$ cat src/hdl/mck_pkg.sv
// ----------------------------------------------------------------------------
// mck_pkg: shared types and constants of the Morse character keyer
// Holds the sequencer state type, the decoded character record and the
// fixed element code table for digits and letters.
// ----------------------------------------------------------------------------
package mck_pkg;

   localparam int TickWidth  = 16;
   localparam int CharWidth  = 8;
   localparam int MaxElems   = 5;
   localparam int LenWidth   = 3;
   localparam int CodeCount  = 36;
   localparam int IdxWidth   = 6;

   // Register indexes of the configuration port.
   localparam logic [1:0] RegDotTicks    = 2'd0;
   localparam logic [1:0] RegDashTicks   = 2'd1;
   localparam logic [1:0] RegElemGap     = 2'd2;
   localparam logic [1:0] RegLetterGap   = 2'd3;

   localparam logic [TickWidth-1:0] DotTicksReset   = 16'd500;
   localparam logic [TickWidth-1:0] DashTicksReset  = 16'd1500;
   localparam logic [TickWidth-1:0] ElemGapReset    = 16'd1500;
   localparam logic [TickWidth-1:0] LetterGapReset  = 16'd1000;

   // Character code boundaries.
   localparam logic [CharWidth-1:0] CharDigit0  = 8'd48;
   localparam logic [CharWidth-1:0] CharDigit9  = 8'd57;
   localparam logic [CharWidth-1:0] CharUpperA  = 8'd65;
   localparam logic [CharWidth-1:0] CharUpperZ  = 8'd90;
   localparam logic [CharWidth-1:0] CharLowerA  = 8'd97;
   localparam logic [CharWidth-1:0] CharLowerZ  = 8'd122;
   localparam logic [CharWidth-1:0] CharSpace   = 8'd32;
   localparam logic [CharWidth-1:0] UpperOffset = 8'd55;
   localparam logic [CharWidth-1:0] LowerOffset = 8'd87;

   typedef enum logic [2:0] {
      ST_IDLE,
      ST_ELEM_ON,
      ST_ELEM_GAP,
      ST_SPACE_OFF,
      ST_SPACE_GAP,
      ST_LETTER_GAP
   } state_type;

   // Pattern bit 0 is the first element; a set bit is a dash.
   typedef struct packed {
      logic                  coded;
      logic                  space;
      logic [LenWidth-1:0]   len;
      logic [MaxElems-1:0]   pattern;
   } char_info_type;

   // Each entry is {length, pattern}; entries 0-9 digits, 10-35 letters A-Z.
   localparam logic [LenWidth+MaxElems-1:0] CODE_TABLE [CodeCount] = '{
      8'b101_11111, 8'b101_11110, 8'b101_11100, 8'b101_11000, 8'b101_10000,
      8'b101_00000, 8'b101_00001, 8'b101_00011, 8'b101_00111, 8'b101_01111,
      8'b010_00010, 8'b100_00001, 8'b100_00101, 8'b011_00001, 8'b001_00000,
      8'b100_00100, 8'b011_00011, 8'b100_00000, 8'b010_00000, 8'b100_01110,
      8'b011_00101, 8'b100_00010, 8'b010_00011, 8'b010_00001, 8'b011_00111,
      8'b100_00110, 8'b100_01011, 8'b011_00010, 8'b011_00000, 8'b001_00001,
      8'b011_00100, 8'b100_01000, 8'b011_00110, 8'b100_01001, 8'b100_01101,
      8'b100_00011
   };

endpackage

$ cat src/hdl/morse_character_keyer.sv
// ----------------------------------------------------------------------------
// morse_character_keyer: Morse code keyer for one character per beat
// Turns an ASCII character into the timed key-on/key-off segments that send
// it, under a small element sequencer.
// ----------------------------------------------------------------------------
// Usage.
// The request channel (req_) takes one character per beat in req_tdata[7:0].
// The response channel (rsp_) gives one keying segment per beat: key level in
// rsp_tdata[0] and duration in ticks in rsp_tdata[16:1]. Each dot or dash
// gives a key-on segment and a key-off element gap; a space gives a key-off
// segment of dash length and an element gap; uncoded characters give no
// elements. Every character closes with a letter gap beat carrying rsp_tlast.
// An n-element character gives 2n+1 segments (one to eleven), one per cycle
// while the receiver takes them; the sequencer serves one character at a
// time, taking a new one only in idle. The request beat moves it out of idle;
// the output register then loads the first segment. A receiver stall holds
// the output beat and the sequencer with it; no segment is lost. The timing
// registers are written through csr_; the user must do so only while the
// keyer is idle, as the block does not enforce it. Synchronous reset returns
// the sequencer to idle, empties the output register and loads the default
// timings: dot 500, dash 1500, element gap 1500, letter gap 1000 ticks.
// ----------------------------------------------------------------------------
module morse_character_keyer (
   input  logic                            clock,
   input  logic                            reset,
   // Request channel.
   input  logic                            req_tvalid,
   output logic                            req_tready,
   input  logic [mck_pkg::CharWidth-1:0]   req_tdata,   // [7:0] char_code
   // Response channel.
   output logic                            rsp_tvalid,
   input  logic                            rsp_tready,
   output logic [23:0]                     rsp_tdata,   // [0] key_level, [16:1] seg_ticks, zero pad
   output logic                            rsp_tlast,
   // Timing register write port.
   input  logic                            csr_we,
   input  logic [1:0]                      csr_index,
   input  logic [mck_pkg::TickWidth-1:0]   csr_wdata
);

   // Timing registers.
   logic [mck_pkg::TickWidth-1:0] dot_ticks_ff;
   logic [mck_pkg::TickWidth-1:0] dash_ticks_ff;
   logic [mck_pkg::TickWidth-1:0] elem_gap_ff;
   logic [mck_pkg::TickWidth-1:0] letter_gap_ff;

   // Sequencer.
   mck_pkg::state_type            state_ff, state_in;
   logic [mck_pkg::MaxElems-1:0]  pattern_ff, pattern_in;
   logic [mck_pkg::LenWidth-1:0]  remain_ff, remain_in;

   // Output register.
   logic                          out_valid_ff, out_valid_in;
   logic                          out_level_ff, out_level_in;
   logic [mck_pkg::TickWidth-1:0] out_ticks_ff, out_ticks_in;
   logic                          out_last_ff, out_last_in;

   mck_pkg::char_info_type        info;
   logic                          req_fire;
   logic                          out_free;
   logic                          emit;
   logic                          seg_level;
   logic [mck_pkg::TickWidth-1:0] seg_ticks;
   logic                          seg_last;

   mck_char_decode u_decode (
      .char_code (req_tdata),
      .info      (info)
   );

   assign req_tready = (state_ff == mck_pkg::ST_IDLE);
   assign req_fire   = req_tvalid && req_tready;
   // The output register can take a segment when it is empty or being drained.
   assign out_free   = !out_valid_ff || rsp_tready;
   assign emit       = (state_ff != mck_pkg::ST_IDLE) && out_free;

   // Configuration writes.
   always_ff @(posedge clock) begin
      if (reset) begin
         dot_ticks_ff  <= mck_pkg::DotTicksReset;
         dash_ticks_ff <= mck_pkg::DashTicksReset;
         elem_gap_ff   <= mck_pkg::ElemGapReset;
         letter_gap_ff <= mck_pkg::LetterGapReset;
      end else if (csr_we) begin
         unique case (csr_index)
            mck_pkg::RegDotTicks:  dot_ticks_ff  <= csr_wdata;
            mck_pkg::RegDashTicks: dash_ticks_ff <= csr_wdata;
            mck_pkg::RegElemGap:   elem_gap_ff   <= csr_wdata;
            mck_pkg::RegLetterGap: letter_gap_ff <= csr_wdata;
            default: ;
         endcase
      end
   end

   // Next state.
   always_comb begin
      state_in = state_ff;
      unique case (state_ff)
         mck_pkg::ST_IDLE: begin
            if (req_fire) begin
               priority if (info.coded) begin
                  state_in = mck_pkg::ST_ELEM_ON;
               end else if (info.space) begin
                  state_in = mck_pkg::ST_SPACE_OFF;
               end else begin
                  state_in = mck_pkg::ST_LETTER_GAP;
               end
            end
         end
         mck_pkg::ST_ELEM_ON: begin
            if (emit) state_in = mck_pkg::ST_ELEM_GAP;
         end
         mck_pkg::ST_ELEM_GAP: begin
            if (emit) begin
               state_in = (remain_ff == mck_pkg::LenWidth'(1)) ? mck_pkg::ST_LETTER_GAP
                                                               : mck_pkg::ST_ELEM_ON;
            end
         end
         mck_pkg::ST_SPACE_OFF: begin
            if (emit) state_in = mck_pkg::ST_SPACE_GAP;
         end
         mck_pkg::ST_SPACE_GAP: begin
            if (emit) state_in = mck_pkg::ST_LETTER_GAP;
         end
         mck_pkg::ST_LETTER_GAP: begin
            if (emit) state_in = mck_pkg::ST_IDLE;
         end
         default: state_in = mck_pkg::ST_IDLE;
      endcase
   end

   // Segment selected by the current state.
   always_comb begin
      seg_level = 1'b0;
      seg_ticks = letter_gap_ff;
      seg_last  = 1'b0;
      unique case (state_ff)
         mck_pkg::ST_ELEM_ON: begin
            seg_level = 1'b1;
            seg_ticks = pattern_ff[0] ? dash_ticks_ff : dot_ticks_ff;
         end
         mck_pkg::ST_ELEM_GAP,
         mck_pkg::ST_SPACE_GAP:  seg_ticks = elem_gap_ff;
         mck_pkg::ST_SPACE_OFF:  seg_ticks = dash_ticks_ff;
         mck_pkg::ST_LETTER_GAP: seg_last  = 1'b1;
         default: ;
      endcase
   end

   // Element pattern shifter and count of elements still to send.
   always_comb begin
      pattern_in = pattern_ff;
      remain_in  = remain_ff;
      if (req_fire) begin
         pattern_in = info.pattern;
         remain_in  = info.len;
      end else if (emit && (state_ff == mck_pkg::ST_ELEM_GAP)) begin
         pattern_in = pattern_ff >> 1;
         remain_in  = remain_ff - mck_pkg::LenWidth'(1);
      end
   end

   // Output register loading.
   always_comb begin
      out_valid_in = out_valid_ff && !rsp_tready;
      out_level_in = out_level_ff;
      out_ticks_in = out_ticks_ff;
      out_last_in  = out_last_ff;
      if (emit) begin
         out_valid_in = 1'b1;
         out_level_in = seg_level;
         out_ticks_in = seg_ticks;
         out_last_in  = seg_last;
      end
   end

   always_ff @(posedge clock) begin
      if (reset) begin
         state_ff     <= mck_pkg::ST_IDLE;
         out_valid_ff <= 1'b0;
      end else begin
         state_ff     <= state_in;
         out_valid_ff <= out_valid_in;
      end
   end

   always_ff @(posedge clock) begin
      pattern_ff   <= pattern_in;
      remain_ff    <= remain_in;
      out_level_ff <= out_level_in;
      out_ticks_ff <= out_ticks_in;
      out_last_ff  <= out_last_in;
   end

   assign rsp_tvalid = out_valid_ff;
   assign rsp_tdata  = {7'd0, out_ticks_ff, out_level_ff};
   assign rsp_tlast  = out_last_ff;

   // A closing letter gap is always a key-off segment.
   a_last_is_off : assert property (@(posedge clock) disable iff (reset)
      rsp_tvalid && rsp_tlast |-> !rsp_tdata[0])
      else $error("letter gap beat carries key-on level");

   // The sequencer only returns to idle by loading the closing letter gap.
   a_idle_after_last : assert property (@(posedge clock) disable iff (reset)
      $rose(req_tready) |-> rsp_tvalid && rsp_tlast)
      else $error("sequencer went idle without emitting the letter gap");

   // A key-on segment is always followed by its element gap.
   a_on_then_gap : assert property (@(posedge clock) disable iff (reset)
      emit && seg_level |=> state_ff == mck_pkg::ST_ELEM_GAP)
      else $error("key-on segment not followed by an element gap");

   // The element count never runs out while elements are being sent.
   a_remain_nonzero : assert property (@(posedge clock) disable iff (reset)
      (state_ff == mck_pkg::ST_ELEM_ON || state_ff == mck_pkg::ST_ELEM_GAP)
      |-> remain_ff != '0)
      else $error("element sequencer running with no elements left");

endmodule

$ cat src/hdl/mck_char_decode.sv
// ----------------------------------------------------------------------------
// mck_char_decode: character classifier and code table lookup
// Sorts a character into digit, letter, space or uncoded, and returns the
// element count and dot/dash pattern of coded characters.
// ----------------------------------------------------------------------------
module mck_char_decode (
   input  logic [mck_pkg::CharWidth-1:0] char_code,
   output mck_pkg::char_info_type        info
);

   logic                               is_digit;
   logic                               is_upper;
   logic                               is_lower;
   logic [mck_pkg::CharWidth-1:0]      offset;
   logic [mck_pkg::CharWidth-1:0]      diff;
   logic [mck_pkg::IdxWidth-1:0]       idx;
   logic [mck_pkg::LenWidth+mck_pkg::MaxElems-1:0] entry;

   assign is_digit = (char_code >= mck_pkg::CharDigit0) && (char_code <= mck_pkg::CharDigit9);
   assign is_upper = (char_code >= mck_pkg::CharUpperA) && (char_code <= mck_pkg::CharUpperZ);
   assign is_lower = (char_code >= mck_pkg::CharLowerA) && (char_code <= mck_pkg::CharLowerZ);

   always_comb begin
      priority if (is_digit) begin
         offset = mck_pkg::CharDigit0;
      end else if (is_lower) begin
         offset = mck_pkg::LowerOffset;
      end else begin
         offset = mck_pkg::UpperOffset;
      end
   end

   assign diff  = char_code - offset;
   assign idx   = diff[mck_pkg::IdxWidth-1:0];
   // Out-of-range indexes only occur for uncoded characters, whose entry is unused.
   assign entry = (idx < mck_pkg::IdxWidth'(mck_pkg::CodeCount))
                  ? mck_pkg::CODE_TABLE[idx] : '0;

   always_comb begin
      info.coded   = is_digit || is_upper || is_lower;
      info.space   = (char_code == mck_pkg::CharSpace);
      info.len     = entry[mck_pkg::LenWidth+mck_pkg::MaxElems-1:mck_pkg::MaxElems];
      info.pattern = entry[mck_pkg::MaxElems-1:0];
   end

endmodule
$ cat config.mk
export PLATFORM = sky130hd
export DESIGN_NAME = morse_character_keyer
export DESIGN_NICKNAME = d
export VERILOG_FILES = /design/src/hdl/mck_pkg.sv /design/src/hdl/morse_character_keyer.sv /design/src/hdl/mck_char_decode.sv
export SDC_FILE = /design/constraint.sdc
export NUM_CORES = 1
export LEC_CHECK = 0
export BUFFER_PORTS_ARGS = -buffer_cell sky130_fd_sc_hd__buf_2
export CORE_MARGIN = 5
export CORE_UTILIZATION = 58
export DETAILED_ROUTE_END_ITERATION = 8
export PLACE_DENSITY = 0.84
export SETUP_SLACK_MARGIN = 0.1
export SYNTH_ARGS = -nofsm -noshare
export SYNTH_HDL_FRONTEND = slang
export SYNTH_SLANG_ARGS = --single-unit
export TNS_END_PERCENT = 30
$ cat constraint.sdc
create_clock -name clock -period 4.32 [get_ports clock]
set_input_delay 0.864 -clock clock [delete_from_list [all_inputs] [get_ports clock]]
set_output_delay 0.864 -clock clock [all_outputs]
set_load 0.1 [all_outputs]
After elaboration in Yosys (flattened, before gate mapping):

Memories as Yosys holds them, arrays and structs flattened.
Index checks and enable logic that the tools add are counted.

* register bits: 94
* ROM bits: 512
* input port bits: 31
* output and inout bits: 27
* word-level logic and storage cells: 85
* memories: 1

* add/subtract/negate cells: 2
* order comparisons: 8
* equal/unequal tests: 16
* muxes and demuxes: 24
* bitwise operators: 1
* reductions and logical operators: 22

Memories
* (no name shown): depth 64, bits a word 8, read ports 1, clocked after Yosys merged registers in 0, wr ports 0, line mck_char_decode.sv:37 `? mck_pkg::CODE_TABLE[idx] : '0;`

Operators by type and width (number)
* one-hot mux 16 bit (3 select lines): 1
* 2-to-1 mux 3 bit: 11
* 2-to-1 mux 8 bit: 3
* one-hot mux 3 bit (6 select lines): 1
* greater-or-equal comparator 8 x 7 -> 1 bit, second input constant: 2
* <= comparator 8 x 7 -> 1 bit, second input constant: 2
* 2-to-1 mux 16 bit: 1
* 2-to-1 mux 6 bit: 2
* 2-to-1 mux 5 bit: 2
* != test 2 bit, second input constant: 5
* == test 8 x 6 -> 1 bit, second input constant: 1
* greater-or-equal comparator 8 x 6 -> 1 bit, second input constant: 1
* <= comparator 8 x 6 -> 1 bit, second input constant: 1
* AND reduction 2 bit: 4
* greater-or-equal comparator 7 bit, second input constant: 1
* logical AND 1 bit: 7
* inverter 6 -> 7 bit: 1
* == test 3 x 1 -> 1 bit, second input constant: 2
* == test 3 x 2 -> 1 bit, second input constant: 2
* == test 3 bit, second input constant: 2
* less-than comparator 6 bit, second input constant: 1
* AND reduction 6 bit: 1
* subtractor 6 bit: 1
* == test 2 bit, second input constant: 2
* other kinds (11): 16

Longest topological paths before layout:

* depth in word-level cells: 11
* gate-level depth with buffers: 13
* mapped depth without buffers: 10

Cells and area by module:

From an unflattened synthesis, not the netlist that was laid out.

* cell total of the unflattened synthesis: 637
* area total of the unflattened synthesis: 5390.2 sq um

By module, submodules not included
* morse_character_keyer: times used 1, cells each 506, area each 4463.0 sq um, seq. area each 2142.1 sq um
* mck_char_decode: times used 1, cells each 131, area each 927.1 sq um, seq. area each 0.0 sq um

Worst setup path after synthesis:

No wires, ideal clock.

* path type: reg2reg
* from: register state_ff[0]
* to: register out_level_ff, enable pin
* setup time: 0.515 ns
* arrival: 3.670 ns
* path slack: 0.135 ns
* stages on the path, launching flop included: 4
* path buffers: 1
* period minus slack after synthesis: 4.185 ns
* path through: dfxtp_1 clkbuf_1 nor3_1 nor2_1

* cells in the longest elaborated chain, start to end: 2

Ends and longest elaborated chain
* start, declared: line morse_character_keyer.sv:48 `mck_pkg::state_type state_ff, state_in;`
* start signal, assigned: line morse_character_keyer.sv:179 `state_ff <= mck_pkg::ST_IDLE;`
* start signal, assigned: line morse_character_keyer.sv:182 `state_ff <= state_in;`
* nonzero test 3 bit: line morse_character_keyer.sv:75 `assign emit = (state_ff != mck_pkg::ST_IDLE) && out_free;`
* logical AND 1 bit: line morse_character_keyer.sv:75
* net emit: line morse_character_keyer.sv:61 `logic emit;`
* end signal, assigned: line morse_character_keyer.sv:190 `out_level_ff <= out_level_in;`
* end, declared: line morse_character_keyer.sv:54 `logic out_level_ff, out_level_in;`

The timed path passes the listed nets, and every way through them passes these cells.
A chain may end at the register's enable or synchronous reset.

Worst setup path after layout:

* from: input req_tdata[7] (netlist name)
* to: register remain_ff[0] (netlist name), data pin

* cells in the longest elaborated chain, start to end: 11

Ends and longest elaborated chain
* start, declared: line morse_character_keyer.sv:29 `input logic [mck_pkg::CharWidth-1:0] req_tdata,`
* greater-or-equal comparator 8 x 7 -> 1 bit / <= comparator 8 x 7 -> 1 bit (equally long branches): line mck_char_decode.sv:21 `assign is_lower = (char_code >= mck_pkg::CharLowerA) && (char_code <= mck_pkg::CharLowerZ);`
* logical AND 1 bit: line mck_char_decode.sv:21
* 2-to-1 mux 6 bit: line mck_char_decode.sv:26 `end else if (is_lower) begin`
* 2-to-1 mux 6 bit *: line mck_char_decode.sv:24 `priority if (is_digit) begin`
* subtractor 6 bit *: line mck_char_decode.sv:33 `assign diff = char_code - offset;`
* inverter 6 -> 7 bit (not written as such): line mck_char_decode.sv:37
* memory read (64 x 8 bit)
* 2-to-1 mux 8 bit (not written as such) (2 in a row): line mck_char_decode.sv:37
* 2-to-1 mux 8 bit *: line mck_char_decode.sv:37
* 2-to-1 mux 3 bit *: line morse_character_keyer.sv:154 `if (req_fire) begin`
* net remain_in, one bit: line morse_character_keyer.sv:50 `logic [mck_pkg::LenWidth-1:0] remain_ff, remain_in;`
* end signal, assigned: line morse_character_keyer.sv:189 `remain_ff <= remain_in;`
* end, declared: line morse_character_keyer.sv:50

Mark *: on every way through the listed nets, which the timed path passes. The rest lies on a longest branch. The select of a mux whose other input is x is not followed.

==> flow_summary_export.csv <==
group,metric,value,unit
run_status,status,"finished, final reports clean",
yosys,synth-seq-area-share,44.6,%
setup_path,r2r_start,"state_ff[2]",
yosys,ys_ff_latch,94,
placed_design,dp.cells,702,
finish,nets,645,
power_and_ir_drop,p_int,1570,µW
clock_network,numCtsBuffers,9,
power_and_ir_drop,swShare,43.9,%
yosys,yosys_most_used_dff,"dfxtp_1",
clock_network,insertion_delay,0.36,ns
clock_network,cts_buffer_depth,2,
finish,nFillCells,677,
finish,diodes,0,
setup_path,path_buf_inv,1,
setup_path,crit_family,"compound AO/OA/AOI/OAI gates",
detailed_routing,vias_per_cell,6.05,
worst_hold_path,whs_path_depth,2,
setup_path,worst_setup_path_end_kind,"flop",
power_and_ir_drop,switchingPower,1220,µW
finish,register_area,2140,µm²
placed_design,place.gp.congestion,0.950,
timing,timing.fmax,282,MHz
setup_path,ff2ff_path_depth,5,
yosys,synth_edf_count,26,
setup_path,r2r-end,"out_ticks_ff[13]",
yosys,async_flop_share,0,%
yosys,synth_top_family_by_area,"simple AND/OR/NAND/NOR gates",
yosys,synth_top_cell_by_area,"dfxtp_1",
finish,drive_gt1_share,15.0,%
clock_network,cts_setup_buffers,0,
flow_run,maxCapViolCount,0,
clock_network,cts_hold_repair.buffers,0,
floorplan,die_area,10200,µm²
yosys,yosys-top-cells-area,"dfxtp_1 (28%), edfxtp_1 (16%), nand2_1 (14%)",
setup_path,worstPathRequired,4.42,ns
grt,grt_pass1_vias,4111,
timing,setup_viol,0,
placed_design,placed_cell_area,5050,µm²
worst_hold_path,hold_class,"reg2reg",
finish,multi_input_area,2420,µm²
placed_design,io_buffers,50,
yosys,ys.warnings.count,0,
setup_path,crit_fanout,8,
worst_hold_path,hold_end,"dash_ticks_ff[13]",
clock_network,cts_tree,"yes",
grt,antenna_found_initial,0,
power_and_ir_drop,power_density,530,nW/µm²
clock_network,root_buffer,"clkbuf_8",
detailed_routing,wirelength,11700,µm
timing,setup_tns,0,ns
worst_hold_path,hold_start,"dash_ticks_ff[13]",
timing,rsz0062_at_grt,"no",
timing,clock_skew,0.0142,ns
timing,fin_crit,3.54,ns
power_and_ir_drop,p_comb_share,38.7,%
finish,layout_common_cells,"nand2_1 (176), a21oi_1 (69), dfxtp_1 (68)",
detailed_routing,ant_nets,0,
power_and_ir_drop,p_leak,0.00209,µW
detailed_routing,dr.first_iter.drc_count,314,
yosys,syn_area_per_cell,8.29,µm²
detailed_routing,drcViolationCount,0,
finish,syn2layout_area_growth,9.58,%
placed_design,hpwl,7870,µm
setup_path,critical_path_class,"in2reg",
grt,grt_max_degree,69,
detailed_routing,vias,4345,
yosys,synth_cells,580,
power_and_ir_drop,clkPwrFrac,22.0,%
finish,final_area,5270,µm²
setup_path,crit_arrival,3.64,ns
grt,grt_pass1_wl,19600,µm
power_and_ir_drop,vdd_drop_max,226,µV
finish,final_common_cell,"nand2_1",
timing,finalHoldViolCount,0,
floorplan,core.rowCount,33,
floorplan,ios,58,
yosys,synth_compound_area_share,20.3,%
detailed_routing,dr.pass1.iters,6,
grt,grt.total_usage,23.9,%
setup_path,critPathLaunchType,"primary input",
yosys,synthSimpleGateAreaFrac,26.3,%
floorplan,die_y,101,µm
yosys,synth_mux_area_share,0.208,%
power_and_ir_drop,sequentialPowerShare,39.3,%
timing,tightest_slew,1.19,ns
floorplan,core,8130,µm²
clock_network,clkTransAtPathRegs,0.09,ns
grt,overflow,0,
yosys,synth-adder-area-share,1.72,%
detailed_routing,wl_per_cell,16.3,µm
setup_path,slowest_delay,0.49,ns
yosys,synth.top_cell.area_share,28.3,%
yosys,yosysUniqueCellTypes,70,
finish,finalNonFillerCells,718,
floorplan,die_x,101,µm
setup_path,r2r_slack,2.02,ns
floorplan,start_util,59.1,%
clock_network,cts_resized,0,
setup_path,crit_chain,"buf_2 > nor3b_1 > nand3_1 > ha_1 > fa_1 > nor2b_4 > o31a_1 > o31ai_1 > a22o_1 > a221oi_1 > o221ai_1",
yosys,synth_xor_area_share,1.25,%
timing,relSlewSlack,20.6,%
yosys,syn-cell-area,4810,µm²
timing,drv_slew,0,
timing,period_share,82.0,%
clock_network,cts_max_level,3,
clock_network,clock_sinks,94,
setup_path,slowest_stage,"fa_1",
==> power by group through the flow <==
stage	combinational, µW	sequential (µW)	clock (µW)
floorplan	479	1500	0
global placement	1060	1110	0
detailed placement	1070	1120	0
CTS	1080	1100	620
global route	1140	1110	660
finish	1080	1100	612
==> flip-flops by register name, indices dropped and copies added (netlist names), 3 cells and up <==
name / cells
pattern_ff: 5
state_ff: 3
letter_gap_ff: 16
dot_ticks_ff: 16
out_ticks_ff: 16
dash_ticks_ff: 16
remain_ff: 3
elem_gap_ff: 16
==> worst max-delay path by stage <==
stage	depth (start not counted)	startpoint	endpoint	slack [ns]
finish	11	req_tdata[7]	remain_ff[0]	0.78
global placement	11	req_tdata[7]	remain_ff[0]	0.52
global route	11	req_tdata[7]	pattern_ff[1]	0.49
detailed placement	11	req_tdata[7]	remain_ff[0]	0.41
floorplan	3	state_ff[0]	out_level_ff	0.13
CTS	11	req_tdata[7]	remain_ff[0]	0.79
==> synth_stat cells (2+ instances only) <==
library cell	instances
a21o_1	2
a21oi_1	69
a221o_1	16
a32oi_1	3
and2_1	4
and3b_1	2
buf_2	7
buf_4	8
clkbuf_1	31
dfxtp_1	68
edfxtp_1	26
ha_1	5
inv_1	12
nand2_1	176
nand2b_1	4
nand3_1	5
nand3b_1	27
nor2_1	22
nor2b_1	3
nor3_1	5
nor3b_1	2
nor4_1	3
o2111ai_1	2
o211ai_1	5
o21a_1	2
o21ai_0	11
o221ai_1	5
o22ai_1	3
o31a_1	3
o31ai_1	4
or2_2	3
xnor2_1	3
xor2_1	2
==> cell families (layout without fill, tap and decap cells) <==
| kind of cell | count (synthesis) | in the layout |
|---|---|---|
| buffers and inverters | 59 | 86 |
| adders and majority gates | 6 | 6 |
| other | 1 | 7 |
| DFF | 94 | 94 |
| AOI/OAI and AO/OA | 143 | 143 |
| xor gates and xnor gates | 6 | 6 |
| muxes | 1 | 1 |
| and+or+nand+nor | 270 | 270 |
==> worst reg2reg max path: stages, from the launching register on <==
cell and delay (ns):
dfxtp_1 0.52, nand2b_1 0.71, inv_1 0.10, nor2_1 0.35, buf_4 0.30, a221o_1 0.19
==> final cells by class <==
type                            instances  area share [%]
Inverter                               12           0.855
Tap cell                              105            2.49
Sequential cell                        94            40.7
Multi-Input combinational cell        433            46.0
Clock inverter                          7            1.71
Timing Repair Buffer                   58            5.89
Clock buffer                            9            2.35
==> per-stage QoR <==
| step | util (%) | setup WS (ns) | total power, µW | hold slack (ns) |
|---|---|---|---|---|
| after floorplan | - | 0.135 | 1980 | 0.436 |
| after global placement | 62.1 | 0.519 | 2170 | 0.441 |
| after detailed placement | 62.1 | 0.415 | 2190 | 0.447 |
| after CTS | 64.7 | 0.795 | 2790 | 0.460 |
| after global routing | 64.7 | 0.487 | 2910 | 0.477 |
| final | 64.7 | 0.780 | 2790 | 0.460 |
==> routing by layer <==
layer  GRT usage (%)  up-vias  wire (µm)
met4            11.2        0        318
met5               0        -          0
met2            38.7      182       5770
met3            4.01       32        832
li1                -     2074          -
met1            31.2     2057       4780
Power figures use the tool's default switching activity.
